### config.mk
export PLATFORM = sky130hd
export DESIGN_NAME = rvb_mac
export DESIGN_NICKNAME = d
export VERILOG_FILES = /design/src/design/rvb_pkg.sv /design/src/design/rvb_mac.sv
export SDC_FILE = /design/constraint.sdc
export NUM_CORES = 2
export LEC_CHECK = 0
export ABC_AREA = 1
export BUFFER_PORTS_ARGS = -buffer_cell sky130_fd_sc_hd__clkbuf_2
export CAP_MARGIN = 20
export CORE_UTILIZATION = 61
export CTS_CLUSTER_SIZE = 30
export DETAILED_ROUTE_END_ITERATION = 8
export PLACE_DENSITY = 0.82
export SYNTH_ARGS = -nofsm -noshare
export SYNTH_HDL_FRONTEND = slang
export SYNTH_SLANG_ARGS = --single-unit
### constraint.sdc
create_clock -name clock -period 7.6 [get_ports clock]
set_clock_uncertainty 0.1 [all_clocks]
set_input_delay 0.38 -clock clock [delete_from_list [all_inputs] [get_ports clock]]
set_output_delay 0.38 -clock clock [all_outputs]
set_load 0.02 [all_outputs]
### src/design/rvb_pkg.sv
package rvb_pkg;

   localparam int SAMPLE_WIDTH    = 24;
   localparam int COEF_WIDTH      = 16;
   localparam int PROD_WIDTH      = 42;
   localparam int ACC_WIDTH       = 28;
   localparam int COMB_LINES      = 16;
   localparam int ALLPASS_LINES   = 8;
   localparam int COMB_MEM_DEPTH  = 22232;
   localparam int AP_MEM_DEPTH    = 3218;
   localparam int COMB_ADDR_WIDTH = $clog2(COMB_MEM_DEPTH);
   localparam int AP_ADDR_WIDTH   = $clog2(AP_MEM_DEPTH);
   localparam int COMB_POS_WIDTH  = 11;
   localparam int AP_POS_WIDTH    = 10;

   localparam logic [2:0] REG_ENABLE     = 3'd0;
   localparam logic [2:0] REG_INPUT_GAIN = 3'd1;
   localparam logic [2:0] REG_ROOM_FB    = 3'd2;
   localparam logic [2:0] REG_DAMPING    = 3'd3;
   localparam logic [2:0] REG_WET_DIRECT = 3'd4;
   localparam logic [2:0] REG_WET_CROSS  = 3'd5;
   localparam logic [2:0] REG_MIX_LEVEL  = 3'd6;

   localparam logic [14:0] ONE_Q14 = 15'd16384;

   localparam logic [COMB_POS_WIDTH-1:0] COMB_LEN [COMB_LINES] = '{
      11'd1116, 11'd1188, 11'd1277, 11'd1356, 11'd1422, 11'd1491, 11'd1557, 11'd1617,
      11'd1139, 11'd1211, 11'd1300, 11'd1379, 11'd1445, 11'd1514, 11'd1580, 11'd1640};

   localparam logic [COMB_ADDR_WIDTH-1:0] COMB_BASE [COMB_LINES] = '{
      15'd0,     15'd1116,  15'd2304,  15'd3581,  15'd4937,  15'd6359,  15'd7850,  15'd9407,
      15'd11024, 15'd12163, 15'd13374, 15'd14674, 15'd16053, 15'd17498, 15'd19012, 15'd20592};

   localparam logic [AP_POS_WIDTH-1:0] AP_LEN [ALLPASS_LINES] = '{
      10'd556, 10'd441, 10'd341, 10'd225, 10'd579, 10'd464, 10'd364, 10'd248};

   localparam logic [AP_ADDR_WIDTH-1:0] AP_BASE [ALLPASS_LINES] = '{
      12'd0, 12'd556, 12'd997, 12'd1338, 12'd1563, 12'd2142, 12'd2606, 12'd2970};

   typedef enum logic [4:0] {
      ST_CLEAR, ST_IDLE, ST_GAIN, ST_GSAT,
      ST_C_RD, ST_C_MUL, ST_C_ST, ST_C_FB, ST_C_WR,
      ST_A_RD, ST_A_WR,
      ST_W_L, ST_W_R, ST_O_L, ST_O_R, ST_O_FIN, ST_DONE
   } state_type;

   typedef struct packed {
      logic signed [SAMPLE_WIDTH-1:0] a0;
      logic [COEF_WIDTH-1:0]          b0;
      logic signed [SAMPLE_WIDTH-1:0] a1;
      logic [COEF_WIDTH-1:0]          b1;
   } mac_op_type;

   function automatic logic signed [PROD_WIDTH-1:0] ext(input logic signed [SAMPLE_WIDTH-1:0] v);
      return PROD_WIDTH'(v);
   endfunction

   function automatic logic signed [SAMPLE_WIDTH-1:0] sat(input logic signed [PROD_WIDTH-1:0] v);
      logic signed [PROD_WIDTH-1:0] hi;
      logic signed [PROD_WIDTH-1:0] lo;
      hi = PROD_WIDTH'(signed'((1 << (SAMPLE_WIDTH - 1)) - 1));
      lo = -hi - PROD_WIDTH'(signed'(1));
      if (v > hi) return hi[SAMPLE_WIDTH-1:0];
      if (v < lo) return lo[SAMPLE_WIDTH-1:0];
      return v[SAMPLE_WIDTH-1:0];
   endfunction

   function automatic logic signed [PROD_WIDTH-1:0] q14(input logic signed [PROD_WIDTH-1:0] v);
      logic signed [PROD_WIDTH-1:0] t;
      t = v + PROD_WIDTH'(signed'(8192));
      return t >>> 14;
   endfunction

endpackage

### src/design/rvb_mac.sv
module rvb_mac (
   input  logic                                    clock,
   input  rvb_pkg::mac_op_type                     op,
   output logic signed [rvb_pkg::PROD_WIDTH-1:0]   prod
);
   import rvb_pkg::*;

   logic signed [COEF_WIDTH:0]                b0_s;
   logic signed [COEF_WIDTH:0]                b1_s;
   logic signed [SAMPLE_WIDTH+COEF_WIDTH:0]   p0;
   logic signed [SAMPLE_WIDTH+COEF_WIDTH:0]   p1;
   logic signed [PROD_WIDTH-1:0]              prod_ff;
   logic signed [PROD_WIDTH-1:0]              prod_in;

   assign b0_s    = {1'b0, op.b0};
   assign b1_s    = {1'b0, op.b1};
   assign p0      = op.a0 * b0_s;
   assign p1      = op.a1 * b1_s;
   assign prod_in = PROD_WIDTH'(p0) + PROD_WIDTH'(p1);

   always_ff @(posedge clock) begin
      prod_ff <= prod_in;
   end

   assign prod = prod_ff;

endmodule

==> results.sh <==
export IMPL_synth_top_area_share_pct=54.0
export IMPL_wl_mm=76.5
export IMPL_yosysUniqueCellTypes=32
export IMPL_core_area_um2=50100
export IMPL_rsz0062_at_grt="false"
export IMPL_async_flop_share_pct=0
export IMPL_cts_resized_gates=0
export IMPL_place_gp_congestion=0.982
export IMPL_min_from="op[56]"
export IMPL_start_util_pct=61.7
export IMPL_relSlewSlack_pct=53.9
export IMPL_final_layout_size_suffix_gt1_share_pct=4.77
export IMPL_grt_pass1_vias=25100
export IMPL_synth_compound_area_share_pct=1.54
export IMPL_synth_area_per_cell_um2=7.87
export IMPL_ios=123
export IMPL_hold_class="input pin to register"
export IMPL_gr_total_overflow=0
export IMPL_crit_slowest_cell="fa_1"
export IMPL_drv_slew=0
export IMPL_path_class="input pin to register"
export IMPL_synthTopCellsByCount="inv_1, nand2_1, fa_1"
export IMPL_cts_inserted_buffers=5
export IMPL_rows=82
export IMPL_area_delta_synth_final_pct=4.02
export IMPL_cts_tree="built"
export IMPL_grt_first_pass_wirelength_mm=129
export IMPL_cts_num_sinks=42
export IMPL_dieWidth_um=227
export IMPL_synth_most_common_cell="inv_1"
export IMPL_htreeDepth=2
export IMPL_min_path_cells=4
export IMPL_crit_path_start_kind="input pin"
export IMPL_cp_common_cell="fa_1"
export IMPL_cts_path_max_buffers=2
export IMPL_synthCells=3925
export IMPL_synth_top_family_by_area="adder cells"
export IMPL_dr_pass1_iters=5
export IMPL_cpLargestDelayFamily="adder cells"
export IMPL_grt_use_total_pct=32.6
export IMPL_vias_per_cell=5.04
export IMPL_crit_chain="clkbuf_2 > nand2_1 > inv_1 > fa_1 > inv_1 > fa_1 > fa_1 > inv_1 > fa_1 > fa_1 > fa_1 > fa_1 > inv_1 > fa_1 > inv_1 > ha_1 > nand2_1 > nor2_1 > nand2_1 > nor2_1 > nand3_1 > nand4_1 > nand2_1"
export IMPL_fmax_mhz=139
export IMPL_nFillCells=4241
export IMPL_synth_area_mux_share_pct=0
export IMPL_cts_root_buf="clkbuf_16"
export IMPL_grt_start_max_net_pins=25
export IMPL_fp_dieArea_um2=51600
export IMPL_path_max_fanout=24
export IMPL_ys_flop_type="dfxtp_1"
export IMPL_antenna_found_initial=8
export IMPL_drtIter0Drc=1774
export IMPL_min_period_ns=7.19
export IMPL_synth_top_cells_by_area="fa_1, inv_1, nand2_1"
export IMPL_synth_adder_area_share_pct=60.8
export IMPL_io_buffers=122
export IMPL_worstPathRequired_ns=7.69
export IMPL_clkSlewWorstSetupHoldPaths_ns=0.07
export IMPL_hpwl_mm=69.0
export IMPL_path_buf_inv=6
export IMPL_critPathMaxStageDelay_ns=0.60
export IMPL_post_drt_wl_per_cell_um=16.6
export IMPL_finalHoldViolations=0
export IMPL_drcViolationCount=0
export IMPL_end_kind="register"
export IMPL_setup_viol=0
export IMPL_synth_xor_area_share_pct=0.737
export IMPL_largest_register_ffs=42
export IMPL_ys_seq_elements=42
export IMPL_outcome="complete, no violations"
export IMPL_yosysSeqAreaShare_pct=2.72
export IMPL_holdWs_ns=0.501
export IMPL_synth_area_um2=30900
export IMPL_routed_via_count=23200
export IMPL_post_cts_buffers=0
export IMPL_yosysWarnings=0
export IMPL_synth_nets=5007
export IMPL_tns_ns=0
export IMPL_final_min_period_over_clock_period_pct=94.6
export IMPL_dieHeight_um=227
export IMPL_cap_violations=0
export IMPL_layout_nets=5005
export IMPL_synth_top_area_cell="fa_1"
export IMPL_worst_pin_slew_ns=0.691
export IMPL_postRouteAntennaNets=0
export IMPL_cts_hold_buf=0
export IMPL_synth_edf_count=0
export IMPL_cp_arrival_ns=7.28
export IMPL_hold_end="prod[0]$_DFF_P_"
export IMPL_synthSimpleGateAreaFrac_pct=14.7
-- worst min-delay path: cells and delay by family --
kind | cells | cell delay, ns
buffers and inverters | 2 | 0.28
adders and majority gates | 1 | 0.11
and+or+nand+nor | 1 | 0.08
-- final cells by class --
cell class                      instances  area (um^2)  area share [%]
Antenna cell                            2         5.00          0.0156
Timing Repair Buffer                  151          828            2.58
Inverter                             1446         5430            16.9
Clock inverter                          1         30.0          0.0934
Sequential cell                        42          841            2.62
Tap cell                              672          841            2.62
Clock buffer                            6          139           0.432
Multi-Input combinational cell       2277        24000            74.8
-- metal layers --
| metal | share of wire (%) | track usage, % | vias up |
|---|---|---|---|
| met1 | 42 | 46.7 | 11500 |
| met3 | 9.7 | 5.61 | 123 |
| met5 | 0.098 | 0 | - |
| li1 | - | - | 10500 |
| met2 | 47 | 52.4 | 1055 |
| met4 | 1.9 | 7.56 | 12 |
-- logic make-up after synthesis --
group / count (synthesis)
and+or+nand+nor: 1169
DFF: 42
buffers and inverters: 1606
xor gates and xnor gates: 26
AOI/OAI and AO/OA: 81
adders and majority gates: 1001
-- cell usage in the layout, fill, tap and decap left out, types with 6 or more instances in the layout --
cell type,instances
nand2_2,7
o21ai_0,16
a21oi_1,45
nand4_1,11
dfxtp_1,42
inv_1,1439
nand3_1,41
buf_4,29
nand2_1,1015
xor2_1,19
inv_2,6
nor2_2,7
ha_1,167
xnor2_1,7
nor2_1,80
clkbuf_2,122
o21bai_1,9
fa_1,834
-- through the flow --
| step | instance area (um^2) | std cells | utilization, % | worst slack, ns |
|---|---|---|---|---|
| floorplan | 30900 | 3925 | - | 0.727 |
| global placement | 32000 | 4588 | 63.8 | 0.254 |
| detailed placement | 32000 | 4588 | 63.8 | 0.181 |
| CTS | 32100 | 4595 | 64.2 | 0.469 |
| global route | 32100 | 4596 | 64.2 | 0.177 |
| finish | 32100 | 4597 | 64.2 | 0.413 |
-- worst max path at each step --
stage | start | to | slack (ns) | cells after the start
after detailed placement | op[6] | prod[41]$_DFF_P_ | 0.18 | 23
after CTS | op[6] | prod[41]$_DFF_P_ | 0.47 | 23
after floorplan | op[79] | prod[41]$_DFF_P_ | 0.73 | 28
final | op[50] | prod[40]$_DFF_P_ | 0.41 | 23
after global placement | op[79] | prod[40]$_DFF_P_ | 0.25 | 23
after global routing | op[6] | prod[41]$_DFF_P_ | 0.18 | 23
Power is left out: the tool's default activity adds up to more than one toggle a clock period on the data nets, which glitch-free logic cannot reach.
